### src/sv/assert_macros.svh
// Assertion macros for the files that check their own logic.
`ifndef ASSERT_MACROS_SVH
`define ASSERT_MACROS_SVH

// Checked on every rising edge of aclk while the block is out of reset.
`define ASSERT_CLK(lbl, prop, msg) \
    lbl: assert property (@(posedge aclk) disable iff (!aresetn) (prop)) else $error(msg);

// Checked on every rising edge of aclk, reset included.
`define ASSERT_CLK_ALWAYS(lbl, prop, msg) \
    lbl: assert property (@(posedge aclk) (prop)) else $error(msg);

`endif

### src/sv/clwc_pkg.sv
package clwc_pkg;

    localparam int PASS_LEN_DEFAULT = 8;

    localparam int MAX_WRONG_W  = 3;
    localparam int IDLE_LIMIT_W = 16;
    localparam int CFG_DATA_W   = 16;
    localparam int CFG_ADDR_W   = 1;

    localparam logic [MAX_WRONG_W-1:0]  MAX_WRONG_RESET  = 3'd3;
    localparam logic [IDLE_LIMIT_W-1:0] IDLE_LIMIT_RESET = 16'd2000;

    localparam logic [11:0] FLASH_SHORT = 12'd250;
    localparam logic [11:0] FLASH_MID   = 12'd1000;
    localparam logic [11:0] FLASH_LONG  = 12'd2500;
    localparam logic [11:0] FLASH_NONE  = 12'd0;

    localparam logic [7:0] CH_PLUS = 8'h2B;
    localparam logic [7:0] CH_Y    = 8'h79;
    localparam logic [7:0] CH_N    = 8'h6E;
    localparam logic [7:0] CH_CR   = 8'h0D;
    localparam logic [7:0] CH_LF   = 8'h0A;
    localparam logic [7:0] CH_UP_A = 8'h41;
    localparam logic [7:0] CH_UP_Z = 8'h5A;
    localparam logic [7:0] CH_LO_A = 8'h61;
    localparam logic [7:0] CH_LO_Z = 8'h7A;
    localparam logic [7:0] CASE_OFFSET = 8'h20;

    typedef enum logic [CFG_ADDR_W-1:0] {
        CFG_MAX_WRONG  = 1'b0,
        CFG_IDLE_LIMIT = 1'b1
    } cfg_index_t;

    typedef enum logic [3:0] {
        EV_NONE    = 4'd0,
        EV_GOOD    = 4'd1,
        EV_WRONG   = 4'd2,
        EV_LOCKOUT = 4'd3,
        EV_UNLOCK  = 4'd4,
        EV_IDLE    = 4'd5,
        EV_CHSTART = 4'd6,
        EV_STORED  = 4'd7,
        EV_ASK     = 4'd8,
        EV_CHANGED = 4'd9,
        EV_KEPT    = 4'd10
    } event_t;

    typedef enum logic [1:0] {
        LAMP_NONE   = 2'd0,
        LAMP_GREEN  = 2'd1,
        LAMP_YELLOW = 2'd2,
        LAMP_RED    = 2'd3
    } lamp_t;

    typedef enum logic [1:0] {
        PH_NORMAL  = 2'd0,
        PH_ENTER   = 2'd1,
        PH_CONFIRM = 2'd2
    } phase_t;

    typedef struct packed {
        logic       mode;
        logic [7:0] byte_value;
    } in_item_t;

    typedef struct packed {
        event_t      event_res;
        lamp_t       led;
        logic [11:0] flash_ms;
        logic [2:0]  position;
        logic [2:0]  strikes;
        phase_t      phase_out;
    } result_t;

    typedef struct packed {
        logic                  wr_en;
        logic [CFG_ADDR_W-1:0] addr;
        logic [CFG_DATA_W-1:0] wdata;
    } cfg_wr_t;

    // Factory password, zero beyond its eighth letter.
    function automatic logic [7:0] default_char(input int unsigned idx);
        logic [7:0] ch;
        case (idx)
            0: ch = 8'h61;
            1: ch = 8'h73;
            2: ch = 8'h64;
            3: ch = 8'h66;
            4: ch = 8'h67;
            5: ch = 8'h68;
            6: ch = 8'h6A;
            7: ch = 8'h6B;
            default: ch = 8'h00;
        endcase
        return ch;
    endfunction

endpackage

### src/sv/code_lock_with_change.sv
// Code lock over a stream of received characters and millisecond ticks. Each input
// transaction carries either one character (s_tuser low, code in s_tdata) or one tick
// (s_tuser high) and yields exactly one result transaction reporting the event, the
// lamp to flash and its length, and the match position, strike count and phase after
// the item. Letters are case-folded and checked against the stored password; '+'
// starts a password change that ends on CR or LF (or a full buffer) and is then
// confirmed with 'y' or dropped with 'n'. The block takes one transaction per clock
// cycle while m_tready stays high. A transaction is held in the input register,
// where the whole state update is worked out, and is then loaded into the result
// register, whose contents are offered on m_tvalid. s_tready falls only while both
// registers are full and m_tready is low. Write max_wrong and idle_limit only while idle.
`include "assert_macros.svh"

module code_lock_with_change #(
    parameter int PASS_LEN = clwc_pkg::PASS_LEN_DEFAULT
) (
    input  logic                            aclk,
    input  logic                            aresetn,
    // Input channel.
    input  logic                            s_tvalid,
    output logic                            s_tready,
    input  logic [7:0]                      s_tdata,  // [7:0] byte_value
    input  logic                            s_tuser,  // [0] mode
    // Result channel.
    output logic                            m_tvalid,
    input  logic                            m_tready,
    // [3:0] event_res, [5:4] led, [17:6] flash_ms, [20:18] position,
    // [23:21] strikes, [25:24] phase_out, [31:26] zero
    output logic [31:0]                     m_tdata,
    // Configuration write port: index 0 max_wrong, index 1 idle_limit.
    input  logic                            cfg_wr_en,
    input  logic [clwc_pkg::CFG_ADDR_W-1:0] cfg_addr,
    input  logic [clwc_pkg::CFG_DATA_W-1:0] cfg_wdata
);

    clwc_pkg::in_item_t s_item;
    clwc_pkg::in_item_t item;
    clwc_pkg::result_t  result;
    clwc_pkg::result_t  m_result;
    clwc_pkg::cfg_wr_t  cfg;
    logic               fire;
    logic               out_ready;
    logic               quiet_lamp;
    logic               quiet_flash;
    logic               ends_entry;
    logic               no_progress;

    assign s_item.mode       = s_tuser;
    assign s_item.byte_value = s_tdata;

    assign cfg.wr_en = cfg_wr_en;
    assign cfg.addr  = cfg_addr;
    assign cfg.wdata = cfg_wdata;

    // The input register hands its transaction on whenever the result register can
    // take a new one, so the input side only stalls while both registers are full.
    clwc_in_stage u_in (
        .aclk       (aclk),
        .aresetn    (aresetn),
        .s_tvalid   (s_tvalid),
        .s_tready   (s_tready),
        .s_item     (s_item),
        .down_ready (out_ready),
        .fire       (fire),
        .item       (item)
    );

    // The lock state advances exactly on the cycles in which a transaction moves on.
    clwc_core #(
        .PASS_LEN (PASS_LEN)
    ) u_core (
        .aclk    (aclk),
        .aresetn (aresetn),
        .cfg     (cfg),
        .step    (fire),
        .item    (item),
        .result  (result)
    );

    clwc_out_stage u_out (
        .aclk     (aclk),
        .aresetn  (aresetn),
        .load     (fire),
        .result   (result),
        .up_ready (out_ready),
        .m_tvalid (m_tvalid),
        .m_tready (m_tready),
        .m_result (m_result)
    );

    assign m_tdata = {6'b0, m_result.phase_out, m_result.strikes, m_result.position,
                      m_result.flash_ms, m_result.led, m_result.event_res};

    assign quiet_lamp  = (result.led == clwc_pkg::LAMP_NONE);
    assign quiet_flash = (result.flash_ms == clwc_pkg::FLASH_NONE);
    assign ends_entry  = (result.event_res == clwc_pkg::EV_UNLOCK)
                      || (result.event_res == clwc_pkg::EV_LOCKOUT);
    assign no_progress = (result.position == 3'd0) && (result.strikes == 3'd0);

    // With an empty result register the input side must never stall.
    `ASSERT_CLK(a_ready_when_out_empty, !m_tvalid |-> s_tready, "input stalled with empty output")

    // Events without a lamp must not flash.
    `ASSERT_CLK(a_quiet_event, fire && quiet_lamp |-> quiet_flash, "flash without lamp")

    // Unlock and lockout both clear progress.
    `ASSERT_CLK(a_progress_cleared, fire && ends_entry |-> no_progress, "progress kept")

    // Reset empties the result register.
    `ASSERT_CLK_ALWAYS(a_reset_empty, !aresetn |=> !m_tvalid, "result valid after reset")

endmodule

### src/sv/clwc_in_stage.sv
module clwc_in_stage (
    input  logic               aclk,
    input  logic               aresetn,
    input  logic               s_tvalid,
    output logic               s_tready,
    input  clwc_pkg::in_item_t s_item,
    input  logic               down_ready,
    output logic               fire,
    output clwc_pkg::in_item_t item
);

    logic               valid_reg;
    logic               valid_next;
    clwc_pkg::in_item_t item_reg;

    assign fire       = valid_reg && down_ready;
    assign s_tready   = !valid_reg || down_ready;
    assign valid_next = s_tready ? s_tvalid : valid_reg;
    assign item       = item_reg;

    always_ff @(posedge aclk) begin
        if (!aresetn) begin
            valid_reg <= 1'b0;
        end else begin
            valid_reg <= valid_next;
        end
    end

    always_ff @(posedge aclk) begin
        if (s_tready && s_tvalid) begin
            item_reg <= s_item;
        end
    end

endmodule

### src/sv/clwc_core.sv
module clwc_core #(
    parameter int PASS_LEN = clwc_pkg::PASS_LEN_DEFAULT
) (
    input  logic               aclk,
    input  logic               aresetn,
    input  clwc_pkg::cfg_wr_t  cfg,
    input  logic               step,
    input  clwc_pkg::in_item_t item,
    output clwc_pkg::result_t  result
);

    localparam int POS_W = (PASS_LEN > 1) ? $clog2(PASS_LEN) : 1;
    localparam int CNT_W = $clog2(PASS_LEN + 1);
    localparam logic [POS_W-1:0] LAST_POS = POS_W'(PASS_LEN - 1);
    localparam logic [CNT_W-1:0] FULL_CNT = CNT_W'(PASS_LEN);

    logic [clwc_pkg::MAX_WRONG_W-1:0]  max_wrong_reg;
    logic [clwc_pkg::IDLE_LIMIT_W-1:0] idle_limit_reg;

    logic [7:0] pass_reg  [PASS_LEN];
    logic [7:0] pass_next [PASS_LEN];
    logic [7:0] entry_reg  [PASS_LEN];
    logic [7:0] entry_next [PASS_LEN];

    logic [POS_W-1:0]  pos_reg, pos_next;
    logic [2:0]        miss_reg, miss_next;
    clwc_pkg::phase_t  phase_reg, phase_next;
    logic [CNT_W-1:0]  cnt_reg, cnt_next;
    logic [15:0]       idle_reg, idle_next;
    clwc_pkg::event_t  ev;

    logic [7:0]  ch;
    logic        is_letter;
    logic [15:0] idle_inc;
    logic [2:0]  miss_inc;
    logic [CNT_W-1:0] cnt_inc;

    always_comb begin
        ch = item.byte_value;
        if (item.byte_value >= clwc_pkg::CH_UP_A && item.byte_value <= clwc_pkg::CH_UP_Z) begin
            ch = item.byte_value + clwc_pkg::CASE_OFFSET;
        end
    end

    assign is_letter = (ch >= clwc_pkg::CH_LO_A) && (ch <= clwc_pkg::CH_LO_Z);
    assign idle_inc  = (idle_reg == 16'hFFFF) ? idle_reg : idle_reg + 16'd1;
    // A stored strike count is at most six, so this never wraps.
    assign miss_inc  = miss_reg + 3'd1;
    assign cnt_inc   = cnt_reg + CNT_W'(1);

    // Next state and event code for the transaction in the input register.
    always_comb begin
        pass_next  = pass_reg;
        entry_next = entry_reg;
        pos_next   = pos_reg;
        miss_next  = miss_reg;
        phase_next = phase_reg;
        cnt_next   = cnt_reg;
        idle_next  = idle_reg;
        ev         = clwc_pkg::EV_NONE;
        if (item.mode) begin
            if (phase_reg == clwc_pkg::PH_NORMAL) begin
                if (idle_limit_reg == '0) begin
                    idle_next = '0;
                end else begin
                    idle_next = idle_inc;
                    if (idle_inc >= idle_limit_reg) begin
                        idle_next = '0;
                        if (pos_reg != '0 || miss_reg != '0) begin
                            ev        = clwc_pkg::EV_IDLE;
                            pos_next  = '0;
                            miss_next = '0;
                        end
                    end
                end
            end
        end else begin
            idle_next = '0;
            case (phase_reg)
                clwc_pkg::PH_ENTER: begin
                    if (is_letter && cnt_reg < FULL_CNT) begin
                        entry_next[cnt_reg[POS_W-1:0]] = ch;
                        cnt_next = cnt_inc;
                        ev       = clwc_pkg::EV_STORED;
                        if (cnt_inc >= FULL_CNT) begin
                            phase_next = clwc_pkg::PH_CONFIRM;
                            ev         = clwc_pkg::EV_ASK;
                        end
                    end else if (ch == clwc_pkg::CH_CR || ch == clwc_pkg::CH_LF) begin
                        phase_next = clwc_pkg::PH_CONFIRM;
                        ev         = clwc_pkg::EV_ASK;
                    end
                end
                clwc_pkg::PH_CONFIRM: begin
                    if (ch == clwc_pkg::CH_Y) begin
                        pass_next  = entry_reg;
                        phase_next = clwc_pkg::PH_NORMAL;
                        ev         = clwc_pkg::EV_CHANGED;
                    end else if (ch == clwc_pkg::CH_N) begin
                        phase_next = clwc_pkg::PH_NORMAL;
                        ev         = clwc_pkg::EV_KEPT;
                    end
                end
                default: begin
                    if (ch == clwc_pkg::CH_PLUS) begin
                        for (int i = 0; i < PASS_LEN; i++) begin
                            entry_next[i] = 8'h00;
                        end
                        cnt_next   = '0;
                        phase_next = clwc_pkg::PH_ENTER;
                        ev         = clwc_pkg::EV_CHSTART;
                    end else if (is_letter) begin
                        if (ch != pass_reg[pos_reg]) begin
                            if (miss_inc >= max_wrong_reg) begin
                                ev        = clwc_pkg::EV_LOCKOUT;
                                pos_next  = '0;
                                miss_next = '0;
                            end else begin
                                ev        = clwc_pkg::EV_WRONG;
                                miss_next = miss_inc;
                            end
                        end else if (pos_reg == LAST_POS) begin
                            ev        = clwc_pkg::EV_UNLOCK;
                            pos_next  = '0;
                            miss_next = '0;
                        end else begin
                            ev       = clwc_pkg::EV_GOOD;
                            pos_next = pos_reg + POS_W'(1);
                        end
                    end
                end
            endcase
        end
    end

    // Lamp and flash length follow from the event alone.
    always_comb begin
        result.event_res = ev;
        result.position  = 3'(32'(pos_next));
        result.strikes   = miss_next;
        result.phase_out = phase_next;
        case (ev)
            clwc_pkg::EV_GOOD: begin
                result.led      = clwc_pkg::LAMP_YELLOW;
                result.flash_ms = clwc_pkg::FLASH_SHORT;
            end
            clwc_pkg::EV_WRONG: begin
                result.led      = clwc_pkg::LAMP_RED;
                result.flash_ms = clwc_pkg::FLASH_SHORT;
            end
            clwc_pkg::EV_LOCKOUT: begin
                result.led      = clwc_pkg::LAMP_RED;
                result.flash_ms = clwc_pkg::FLASH_LONG;
            end
            clwc_pkg::EV_UNLOCK: begin
                result.led      = clwc_pkg::LAMP_GREEN;
                result.flash_ms = clwc_pkg::FLASH_LONG;
            end
            clwc_pkg::EV_IDLE: begin
                result.led      = clwc_pkg::LAMP_YELLOW;
                result.flash_ms = clwc_pkg::FLASH_MID;
            end
            default: begin
                result.led      = clwc_pkg::LAMP_NONE;
                result.flash_ms = clwc_pkg::FLASH_NONE;
            end
        endcase
    end

    always_ff @(posedge aclk) begin
        if (!aresetn) begin
            max_wrong_reg  <= clwc_pkg::MAX_WRONG_RESET;
            idle_limit_reg <= clwc_pkg::IDLE_LIMIT_RESET;
        end else if (cfg.wr_en) begin
            case (cfg.addr)
                clwc_pkg::CFG_MAX_WRONG: begin
                    max_wrong_reg <= cfg.wdata[clwc_pkg::MAX_WRONG_W-1:0];
                end
                clwc_pkg::CFG_IDLE_LIMIT: begin
                    idle_limit_reg <= cfg.wdata[clwc_pkg::IDLE_LIMIT_W-1:0];
                end
                default: begin
                    max_wrong_reg <= max_wrong_reg;
                end
            endcase
        end
    end

    always_ff @(posedge aclk) begin
        if (!aresetn) begin
            for (int i = 0; i < PASS_LEN; i++) begin
                pass_reg[i]  <= clwc_pkg::default_char(i);
                entry_reg[i] <= 8'h00;
            end
            pos_reg   <= '0;
            miss_reg  <= '0;
            phase_reg <= clwc_pkg::PH_NORMAL;
            cnt_reg   <= '0;
            idle_reg  <= '0;
        end else if (step) begin
            pass_reg  <= pass_next;
            entry_reg <= entry_next;
            pos_reg   <= pos_next;
            miss_reg  <= miss_next;
            phase_reg <= phase_next;
            cnt_reg   <= cnt_next;
            idle_reg  <= idle_next;
        end
    end

endmodule

### src/sv/clwc_out_stage.sv
module clwc_out_stage (
    input  logic              aclk,
    input  logic              aresetn,
    input  logic              load,
    input  clwc_pkg::result_t result,
    output logic              up_ready,
    output logic              m_tvalid,
    input  logic              m_tready,
    output clwc_pkg::result_t m_result
);

    logic              valid_reg;
    logic              valid_next;
    clwc_pkg::result_t result_reg;

    assign up_ready   = !valid_reg || m_tready;
    assign valid_next = load ? 1'b1 : (m_tready ? 1'b0 : valid_reg);
    assign m_tvalid   = valid_reg;
    assign m_result   = result_reg;

    always_ff @(posedge aclk) begin
        if (!aresetn) begin
            valid_reg <= 1'b0;
        end else begin
            valid_reg <= valid_next;
        end
    end

    always_ff @(posedge aclk) begin
        if (load) begin
            result_reg <= result;
        end
    end

endmodule

### config.mk
export PLATFORM = sky130hd
export DESIGN_NAME = code_lock_with_change
export DESIGN_NICKNAME = d
export VERILOG_FILES = /design/src/sv/clwc_pkg.sv /design/src/sv/code_lock_with_change.sv /design/src/sv/clwc_in_stage.sv /design/src/sv/clwc_core.sv /design/src/sv/clwc_out_stage.sv
export VERILOG_INCLUDE_DIRS = /design/src /design/src/sv
export SDC_FILE = /design/constraint.sdc
export NUM_CORES = 1
export LEC_CHECK = 0
export ABC_AREA = 1
export CAP_MARGIN = 40
export CORE_ASPECT_RATIO = 0.9
export CORE_MARGIN = 3
export CORE_UTILIZATION = 55
export DETAILED_ROUTE_END_ITERATION = 6
export DONT_BUFFER_PORTS = 1
export PLACE_DENSITY_LB_ADDON = 0.08
export SYNTH_ARGS = -nofsm -noshare
export SYNTH_HDL_FRONTEND = slang
export SYNTH_SLANG_ARGS = --single-unit
### constraint.sdc
create_clock -name aclk -period 3.2 [get_ports aclk]
set_clock_uncertainty 0.1 [all_clocks]
set_input_delay 0.32 -clock aclk [delete_from_list [all_inputs] [get_ports aclk]]
set_output_delay 0.32 -clock aclk [all_outputs]
set_load 0.05 [all_outputs]
==> results of run 1 <==
## layer usage
| metal | share of wire (%) | GRT usage [%] | vias to the layer above |
|---|---|---|---|
| met4 | 2.9 | 8.57 | 0 |
| met5 | 0 | 0 | - |
| met1 | 45 | 35.7 | 4183 |
| met3 | 5.9 | 3.47 | 48 |
| met2 | 46 | 43.2 | 281 |
| li1 | - | - | 4576 |
## logic make-up after synthesis
group                      after synthesis  synth area share, %
and+or+nand+nor                        617                 26.3
AOI/OAI and AO/OA                      265                 14.6
buffers and inverters                  230                 9.70
DFF                                    206                 44.3
adders and majority gates               31                 3.90
xor gates and xnor gates                13                 1.14
other                                    1               0.0377
## layout make-up
type,instances,area (um2)
fillers,1518,5760
multi-input cells,934,4880
flip-flops and latches,206,4420
repair buffers,118,1030
clock buffers,32,648
inverters,156,593
well taps,240,300
clock inverters,5,40.0
## layout by cell type (no fill, tap or decap), drive strengths merged, types with 32 or more instances in the layout
cell and instances:
nand2 329, dfxtp 177, inv 154, nor2 134, a21oi 131, nand3 131, o21ai 96, buf 85
dlygate4sd3 33, clkbuf 32
## power breakdown
part	switching (mW)	total, mW	internal (mW)
clock	1.01	2.41	1.40
combinational	0.381	0.567	0.186
sequential	0.0899	2.77	2.68
total	1.48	5.74	4.26
## synth_stat cells (all sizes together)
cell and n:
conb 1, o21ai 96, o21a 1, o211ai 22, ha 31, nand2 329
buf 37, dfxtp 177, o31ai 1, or2 1, a21boi 1, nand3b 1
and3 3, clkinv 2, xnor2 3, nor3 10, o22a 1, nand4 5
a22oi 12, xor2 10, nand3 131, nor2 134, inv 154, clkbuf 37
a21oi 131, edfxtp 29, nor4 3
## final timing paths
check	depth (start not counted)	endpoint	slack, ns
worst min-delay path	2	u_core.pass_reg[22]	0.05
worst min register to register	2	u_core.entry_reg[55]	0.34
worst max-delay path	22	u_out.m_result[15]	-0.1
worst max register to register	22	u_out.m_result[15]	-0.1
## worst reg2reg max path, stage by stage (launching register included)
cell	delay, ns
dfxtp_2	0.36
ha_4	0.16
inv_6	0.05
nor3_4	0.13
nand3_2	0.12
nor4_4	0.26
buf_4	0.19
nor3_4	0.04
xor2_1	0.17
ha_1	0.30
nand2_2	0.05
nor2_2	0.13
nand2_1	0.06
o211ai_1	0.08
nand2_1	0.08
nand3_2	0.11
nand3_2	0.11
nor2_4	0.16
nand2_4	0.09
nand2_4	0.11
nor2_4	0.05
nand2_2	0.09
nand3_2	0.05
## per-stage QoR
stage                     util, %  power (mW)  instances  TNS (ns)  area, um2
final                        67.4        5.74       1691    -0.741      11900
after global routing         67.4        5.94       1691     -6.87      11900
after CTS                    66.0        5.76       1682    -0.150      11700
after detailed placement     59.4        3.30       1605     -1.88      10500
after global placement       59.4        3.29       1605    -0.861      10500
after floorplan                 -        3.19       1370         0      10000
## repair_timing
action,in CTS,in global routing
hold buffers,34,0
gates resized for setup,22,51
endpoints found under the hold margin,116,0
buffers inserted,6,9
endpoints found under the setup margin,24,51
pin swaps,13,27
==> flow_metrics.py, run 1 <==
metrics = {
    "cts": {
        "path_clk_slew_ns": 0.06,
        "clock_latency_ns": 0.51,
        "cts_made_buffers": 22,
        "clock-sinks": 206,
        "cts_tree": "yes",
        "htree_levels": 1,
        "ctsRootBufferMaster": "clkbuf_16",
        "cts_buffer_depth": 3,
    },
    "yosys": {
        "yosysSeqAreaShare_pct": 44.3,
        "synth_area_leaders": "dfxtp_1 36%, nand2_1 12%, edfxtp_1 8.7%",
        "yosysUniqueCellTypes": 41,
        "synthCells": 1363,
        "synth_top_area_share_pct": 35.6,
        "syn-cell-area_mm2": 0.00996,
        "yosysTopAreaCell": "dfxtp_1",
        "syn_avg_cell_area_um2": 7.30,
        "ys_ff_latch": 206,
        "yosysWarnings": 0,
    },
    "pwr": {
        "p_per_area_mw_per_mm2": 482,
        "ir_drop_mv": 0.523,
        "p_leak_nw": 5.36,
    },
    "timing": {
        "slew_headroom_pct": 40.7,
        "hold_ws_ns": 0.0516,
        "period_minus_slack_ns": 3.30,
        "slew_viol_final": 0,
        "setup_ws_ns": -0.0986,
        "setup_viol": 14,
        "finalCritPeriodShare_pct": 103,
        "rsz0062_at_grt": "yes",
        "hold_viol_final": 0,
        "clock.fmax_mhz": 303,
        "worst_slew_pin_slew_ns": 0.892,
    },
    "drt": {
        "routed_wl_um": 26100,
        "num_vias": 9088,
        "post-route-drc-count": 0,
        "post_drt_wl_per_cell_um": 15.4,
        "via_per_inst": 5.37,
        "antenna_left": 0,
        "drt_iter0_drc": 607,
        "dr.pass1.iters": 5,
    },
    "worst_setup_path": {
        "worst_ep_arrival_time_ns": 3.45,
        "critPathSlowestCell": "dfxtp_2",
        "critPathKind": "reg -> reg",
        "crit_top_cell": "nand3_2",
        "worstPathMaxFanout": 4,
        "r2r-start": "u_core.idle_reg[1]",
        "critPathMaxStageDelay_ns": 0.36,
        "timing.critical_path.buf_inv": 2,
        "crit_path_start": "u_core.idle_reg[1]",
        "cp.required_ns": 3.35,
        "crit_chain": "ha_4 > inv_6 > nor3_4 > nand3_2 > nor4_4 > buf_4 > nor3_4 > xor2_1 > ha_1 > nand2_2 > nor2_2 > nand2_1 > o211ai_1 > nand2_1 > nand3_2 > nand3_2 > nor2_4 > nand2_4 > nand2_4 > nor2_4 > nand2_2 > nand3_2",
        "setup.worst_path.start_class": "flop",
        "crit_path_end_kind": "flop",
        "crit_family": "simple AND/OR/NAND/NOR gates",
    },
    "place": {
        "placement.setup.worst_slack_ns": -0.249,
        "gp_congestion": 0.947,
        "dpl.hpwl_um": 17400,
        "port_buffers": 0,
    },
    "global_routing": {
        "grt-ovfl-total": 0,
        "grt_pass1_wl_um": 42600,
        "grt_pass1_vias": 8489,
        "grt_start_max_net_pins": 103,
        "antenna_found_initial": 0,
        "grt_usage_pct": 26.1,
    },
    "floorplan": {
        "rows": 46,
        "fp.dieH_um": 134,
        "core_mm2": 0.0177,
        "ios": 65,
        "initial_core_util_pct": 56.3,
        "die_area_mm2": 0.0198,
        "die_x_um": 148,
    },
    "min_path": {
        "min-delay-start": "aresetn",
        "hp-class": "in -> reg",
    },
    "run_status": {
        "violations": "setup timing",
        "outcome": "complete, but fails checks",
    },
    "finish": {
        "num_antenna_cells": 0,
        "area_delta_synth_final_pct": 19.6,
        "drive_gt1_share_pct": 15.0,
        "fin_nets": 1500,
    },
    "flow_run": {
        "drv_cap": 0,
    },
}
Power figures use the tool's default switching activity.
==> inputs of run 2 (changes only) <==
==> constraint.sdc (replaced) <==
create_clock -name aclk -period 3.2 [get_ports aclk]
set_clock_uncertainty 0.1 [all_clocks]
set_input_delay 0.32 -clock aclk [delete_from_list [all_inputs] [get_ports aclk]]
set_output_delay 0.32 -clock aclk [all_outputs]
set_load 0.01 [all_outputs]
==> run 2 against run 1 <==
  * The run still ends with setup timing left
  * Sequential power shrank 2%
  * Highest routed layer unchanged
  * Wire length grew 0.69%
  * Critical endpoint unchanged
  * Via count shrank 0.59%
  * Global-route usage shrank 0.25 points
==> flow_metrics.py, run 2 (synthesized netlist as in run 1, its figures left out) <==
metrics = {
    "timing": {
        "rsz0062_at_grt": "yes",
        "slew_viol_final": 0,
        "finalCritPeriodShare_pct": 104,
        "worst_slew_pin_slew_ns": 0.746,
        "hold_viol_final": 0,
        "clock.fmax_mhz": 301,
        "slew_headroom_pct": 50.2,
        "hold_ws_ns": 0.0953,
        "period_minus_slack_ns": 3.32,
        "setup_viol": 11,
        "setup_ws_ns": -0.119,
    },
    "finish": {
        "area_delta_synth_final_pct": 19.9,
        "regArea_mm2": 0.00442,
        "final_cell_mix": "303 x nand2_1, 173 x dfxtp_1, 143 x inv_1",
        "fin_nets": 1500,
        "drive_gt1_share_pct": 15.1,
        "multi_input_area_mm2": 0.00490,
        "num_antenna_cells": 0,
        "final_util_pct": 67.5,
        "fill_cells": 1552,
        "final_common_cell": "nand2_1",
    },
    "cts": {
        "clock-sinks": 206,
        "cts_tree": "yes",
        "path_clk_slew_ns": 0.06,
        "cts_made_buffers": 22,
        "ctsRootBufferMaster": "clkbuf_16",
        "clock_latency_ns": 0.51,
        "cts_buffer_depth": 3,
        "htree_levels": 1,
    },
    "min_path": {
        "hold_depth": 2,
        "min_to": "u_core.pass_reg[21]",
        "min-delay-start": "aresetn",
        "hp-class": "in -> reg",
    },
    "global_routing": {
        "use_met3_pct": 3.81,
        "antenna_found_initial": 0,
        "grt_pass1_wl_um": 42300,
        "grt_pass1_vias": 8497,
        "grt-ovfl-total": 0,
        "grt_usage_pct": 25.9,
        "grtUsageMet1_pct": 35.0,
        "grt_busiest_layer": "met2",
        "grt_start_max_net_pins": 102,
        "gr-usage-met2_pct": 43.0,
    },
    "floorplan": {
        "die_area_mm2": 0.0198,
        "die_x_um": 148,
        "ios": 65,
        "initial_core_util_pct": 56.3,
        "rows": 46,
        "fp.dieH_um": 134,
        "core_mm2": 0.0177,
    },
    "flow_run": {
        "drv_cap": 0,
    },
    "worst_setup_path": {
        "worst_ep_arrival_time_ns": 3.47,
        "crit_chain": "nand2_2 > nor3_4 > nand3_2 > nor4_4 > nor2_2 > nand2_2 > nor2_2 > xor2_1 > ha_1 > a21oi_2 > o21ai_2 > a21oi_2 > nand3_2 > nand3_4 > nor2_4 > nand2_4 > nand2_4 > buf_4 > nand3_2 > nand3_2",
        "worstRegToRegCells": 20,
        "critPathMaxStageDelay_ns": 0.35,
        "critPathSlowestCell": "dfxtp_1",
        "crit_family": "simple AND/OR/NAND/NOR gates",
        "crit_top_cell": "nand3_2",
        "r2r-start": "u_core.idle_reg[3]",
        "cp.required_ns": 3.35,
        "r2r_setup_slack_ns": -0.12,
        "timing.critical_path.buf_inv": 1,
        "critPathKind": "reg -> reg",
        "worstPathMaxFanout": 3,
        "reg2reg_to": "u_out.m_result[15]",
        "setup.worst_path.start_class": "flop",
        "crit_path_end_kind": "flop",
    },
    "drt": {
        "dr.pass1.iters": 7,
        "antenna_left": 0,
        "post_drt_wl_per_cell_um": 15.5,
        "post-route-drc-count": 0,
        "drt_iter0_drc": 721,
        "routed_wl_um": 26300,
        "num_vias": 9034,
        "via_per_inst": 5.33,
    },
    "run_status": {
        "violations": "setup timing",
        "outcome": "complete, but fails checks",
    },
    "place": {
        "dpl.hpwl_um": 17200,
        "port_buffers": 0,
        "gp_congestion": 0.909,
    },
    "pwr": {
        "p_per_area_mw_per_mm2": 473,
        "ir_drop_mv": 0.438,
        "p_leak_nw": 5.38,
    },
}
[run 2: cell count changes in the layout (fill, tap and decap cells not counted), moves of 3 or more]
cell	change
clkbuf_8	-3
o21ai_1	-3
clkinv_2	+4
a22oi_2	+3
nand2_2	-4
a22oi_1	-3
nand3_2	-4
[run 2: how the worst max path moves through the flow]
stage	slack (ns)	from	cells after the start	end
6_report	-0.12	u_core.idle_reg[3]	20	u_out.m_result[15]
2_1_floorplan	0.03	u_core.idle_reg[3]	21	u_out.m_result[15]
3_3_place_gp	-0.16	u_core.idle_reg[1]	20	u_out.m_result[15]
3_5_place_dp	-0.26	u_core.idle_reg[1]	20	u_out.m_result[15]
5_1_grt	-0.36	u_core.idle_reg[0]	21	u_out.m_result[21]
4_1_cts	-0.07	u_core.idle_reg[1]	21	u_out.m_result[13]
[run 2: where the power goes]
part / leakage [nW] / total (mW) / internal, mW / switching, mW
sequential: 1.72 / 2.72 / 2.68 / 0.0397
combinational: 3.33 / 0.553 / 0.188 / 0.366
clock: 0.337 / 2.38 / 1.34 / 1.03
total: 5.38 / 5.65 / 4.21 / 1.44
[run 2: per-stage QoR]
stage / setup TNS, ns / total power [mW] / setup WS [ns] / instance area [um2] / cells
after floorplan: 0 / 3.12 / 0.0313 / 10000 / 1370
after global placement: -0.716 / 3.23 / -0.156 / 10500 / 1606
after detailed placement: -1.55 / 3.24 / -0.260 / 10500 / 1607
after CTS: -0.345 / 5.66 / -0.0672 / 11700 / 1688
after global routing: -8.29 / 5.85 / -0.362 / 11900 / 1694
final: -0.659 / 5.65 / -0.119 / 11900 / 1694
[run 2: repair_timing]
| action | in CTS | in global routing |
|---|---|---|
| hold buffers | 34 | 0 |
| cloned | 0 | 1 |
| pin swaps | 26 | 24 |
| gates resized for setup | 22 | 55 |
| endpoints found under the hold margin | 112 | 0 |
| setup buffers | 7 | 5 |
| endpoints found under the setup margin | 27 | 52 |
[run 2: worst register-to-register path, cell delays in order, from the launching register on]
cell	delay, ns
dfxtp_1	0.35
nand2_2	0.10
nor3_4	0.22
nand3_2	0.13
nor4_4	0.26
nor2_2	0.10
nand2_2	0.10
nor2_2	0.05
xor2_1	0.15
ha_1	0.32
a21oi_2	0.17
o21ai_2	0.08
a21oi_2	0.18
nand3_2	0.15
nand3_4	0.11
nor2_4	0.06
nand2_4	0.08
nand2_4	0.07
buf_4	0.15
nand3_2	0.08
nand3_2	0.08
[run 2: cell type report]
cell class | count | share of cell area, %
multi-input cells | 934 | 41.0
flip-flops and latches | 206 | 37.0
repair buffers | 118 | 8.75
clock buffers | 29 | 5.08
inverters | 156 | 4.98
well taps | 240 | 2.52
clock inverters | 11 | 0.598
[run 2: routing by layer]
metal  wire length, um  up-vias
li1                  -     4577
met1             11900     4161
met2             12200      233
met3              1380       63
met4               842        0
met5                 0        -
==> inputs of run 3 (changes only) <==
--- a/config.mk
+++ b/config.mk
@@ -14,6 +14,7 @@
 export DETAILED_ROUTE_END_ITERATION = 6
 export DONT_BUFFER_PORTS = 1
 export PLACE_DENSITY_LB_ADDON = 0.08
+export SKIP_CTS_REPAIR_TIMING = 1
 export SYNTH_ARGS = -nofsm -noshare
 export SYNTH_HDL_FRONTEND = slang
 export SYNTH_SLANG_ARGS = --single-unit
==> constraint.sdc (replaced) <==
create_clock -name aclk -period 3.7 [get_ports aclk]
set_clock_uncertainty 0.1 [all_clocks]
set_input_delay 0.37 -clock aclk [delete_from_list [all_inputs] [get_ports aclk]]
set_output_delay 0.37 -clock aclk [all_outputs]
set_load 0.01 [all_outputs]
==> run 3 against run 2 <==
  * The run ends with hold timing left
  * Wire length fell by 7.0%
  * Sequential cell count did not move
  * Highest routed layer unchanged
  * Register-to-register slack improved by 0.32 ns
  * Cell count fell by 4.0%
  * Design area fell by 6.2%
  * Sequential share of layout area rose by 2.4 points
  * Largest cell class unchanged
==> flow_metrics.py, run 3 (synthesized netlist as in run 1, its figures left out) <==
metrics = {
    "run_status": {
        "outcome": "complete, but fails checks",
        "violations": "hold timing",
    },
    "finish": {
        "final_cell_mix": "313 x nand2_1, 175 x dfxtp_1, 144 x inv_1",
        "area_delta_synth_final_pct": 12.4,
        "stdcell_count": 1627,
        "fin_nets": 1433,
        "num_antenna_cells": 0,
        "final_util_pct": 63.3,
        "drive_gt1_share_pct": 8.72,
        "final_common_cell": "nand2_1",
    },
    "min_path": {
        "min-delay-start": "cfg_wdata[15]",
        "hold_depth": 2,
        "hp-class": "in -> reg",
    },
    "worst_setup_path": {
        "r2r_setup_slack_ns": 0.20,
        "worstPathMaxFanout": 5,
        "crit_path_end_kind": "flop",
        "critPathSlowestCell": "dfxtp_2",
        "worst_ep_arrival_time_ns": 3.65,
        "worstRegToRegCells": 21,
        "setup.worst_path.start_class": "flop",
        "critPathMaxStageDelay_ns": 0.34,
        "cp.required_ns": 3.84,
        "r2r-start": "u_core.idle_reg[1]",
        "critPathKind": "reg -> reg",
        "crit_path_start": "u_core.idle_reg[1]",
        "crit_chain": "ha_1 > inv_1 > nor3_2 > nand3_1 > nor4_2 > nor2_1 > nand2_1 > nor2_1 > xor2_1 > ha_1 > nand2_1 > nor3_2 > nand3_1 > nand3_2 > nand3_2 > nor2_4 > nand2_4 > nand2_2 > nor2_1 > nand3_1 > nand2_1",
    },
    "floorplan": {
        "rows": 46,
        "die_x_um": 148,
        "ios": 65,
        "initial_core_util_pct": 56.3,
        "fp.dieH_um": 134,
        "die_area_mm2": 0.0198,
        "core_mm2": 0.0177,
    },
    "pwr": {
        "p_switching_mw": 1.21,
        "power_switching_share_pct": 24.3,
        "p_seq_share_pct": 47.2,
        "p_int_mw": 3.77,
        "p_per_area_mw_per_mm2": 445,
        "ir_drop_mv": 0.392,
        "clkPwrFrac_pct": 44.2,
        "p_leak_nw": 4.97,
        "combPwrFrac_pct": 8.5,
    },
    "timing": {
        "hold_ws_ns": -0.0179,
        "slew_viol_final": 0,
        "setup_viol": 0,
        "slew_headroom_pct": 57.8,
        "worst_slew_pin_slew_ns": 0.628,
        "setup_ws_ns": 0.197,
        "finalCritPeriodShare_pct": 94.7,
        "clock.fmax_mhz": 285,
        "period_minus_slack_ns": 3.50,
        "hold_viol_final": 5,
    },
    "cts": {
        "ctsRootBufferMaster": "clkbuf_16",
        "cts_made_buffers": 22,
        "clock_latency_ns": 0.51,
        "path_clk_slew_ns": 0.06,
        "cts_buffer_depth": 3,
        "htree_levels": 1,
        "cts_tree": "yes",
        "clock-sinks": 206,
    },
    "global_routing": {
        "grt_usage_pct": 24.2,
        "grt_pass1_wl_um": 39400,
        "grt_start_max_net_pins": 104,
        "grt-ovfl-total": 0,
        "grt_pass1_vias": 7886,
        "antenna_found_initial": 0,
    },
    "flow_run": {
        "drv_cap": 0,
    },
    "drt": {
        "drt_iter0_drc": 698,
        "antenna_left": 0,
        "dr.pass1.iters": 5,
        "post-route-drc-count": 0,
        "via_per_inst": 5.30,
        "post_drt_wl_per_cell_um": 15.0,
        "num_vias": 8617,
        "routed_wl_um": 24500,
    },
    "place": {
        "placement.setup.worst_slack_ns": -0.0763,
        "gp_congestion": 0.912,
        "port_buffers": 0,
        "dpl.hpwl_um": 16700,
        "dp_cells": 1564,
    },
}
## run 3: cell type report
cell class	count	area, um2
repair buffers	51	473
fillers	1684	6480
well taps	240	300
clock buffers	30	621
flip-flops and latches	206	4420
inverters	156	588
clock inverters	10	114
multi-input cells	934	4680
## run 3: metrics by stage
stage	area (um2)	TNS, ns	power (mW)
2_1_floorplan	9980	0	2.69
3_3_place_gp	10100	0	2.77
3_5_place_dp	10100	-0.355	2.78
4_1_cts	10900	-0.541	4.98
5_1_grt	11200	-0.206	5.17
6_report	11200	0	4.98
## run 3: metal layers
metal | vias up | GRT usage [%] | part of all wire, %
met2 | 209 | 38.2 | 45
met4 | 0 | 6.11 | 2.3
met3 | 39 | 3.67 | 5.8
li1 | 4432 | - | -
met5 | - | 0 | 0
met1 | 3937 | 35.0 | 46
## run 3: power groups by stage
stage	Sequential [mW]	Combinational, mW	Clock (mW)
4_1_cts	2.35	0.382	2.25
3_5_place_dp	2.40	0.380	0
5_1_grt	2.35	0.479	2.33
2_1_floorplan	2.38	0.310	0
6_report	2.35	0.425	2.20
3_3_place_gp	2.40	0.372	0
## run 3: critical path, delay by kind of cell, from the launching register on
kind | cells | cell delay [ns]
simple gates | 17 | 2.10
fa+ha+maj | 2 | 0.47
flops | 1 | 0.34
xor+xnor | 1 | 0.16
buf+inv | 1 | 0.09
## run 3: final timing paths
check,endpoint
max,u_out.m_result[10]
min,u_core.idle_limit_reg[15]
max reg2reg,u_out.m_result[10]
min reg2reg,u_core.entry_reg[23]
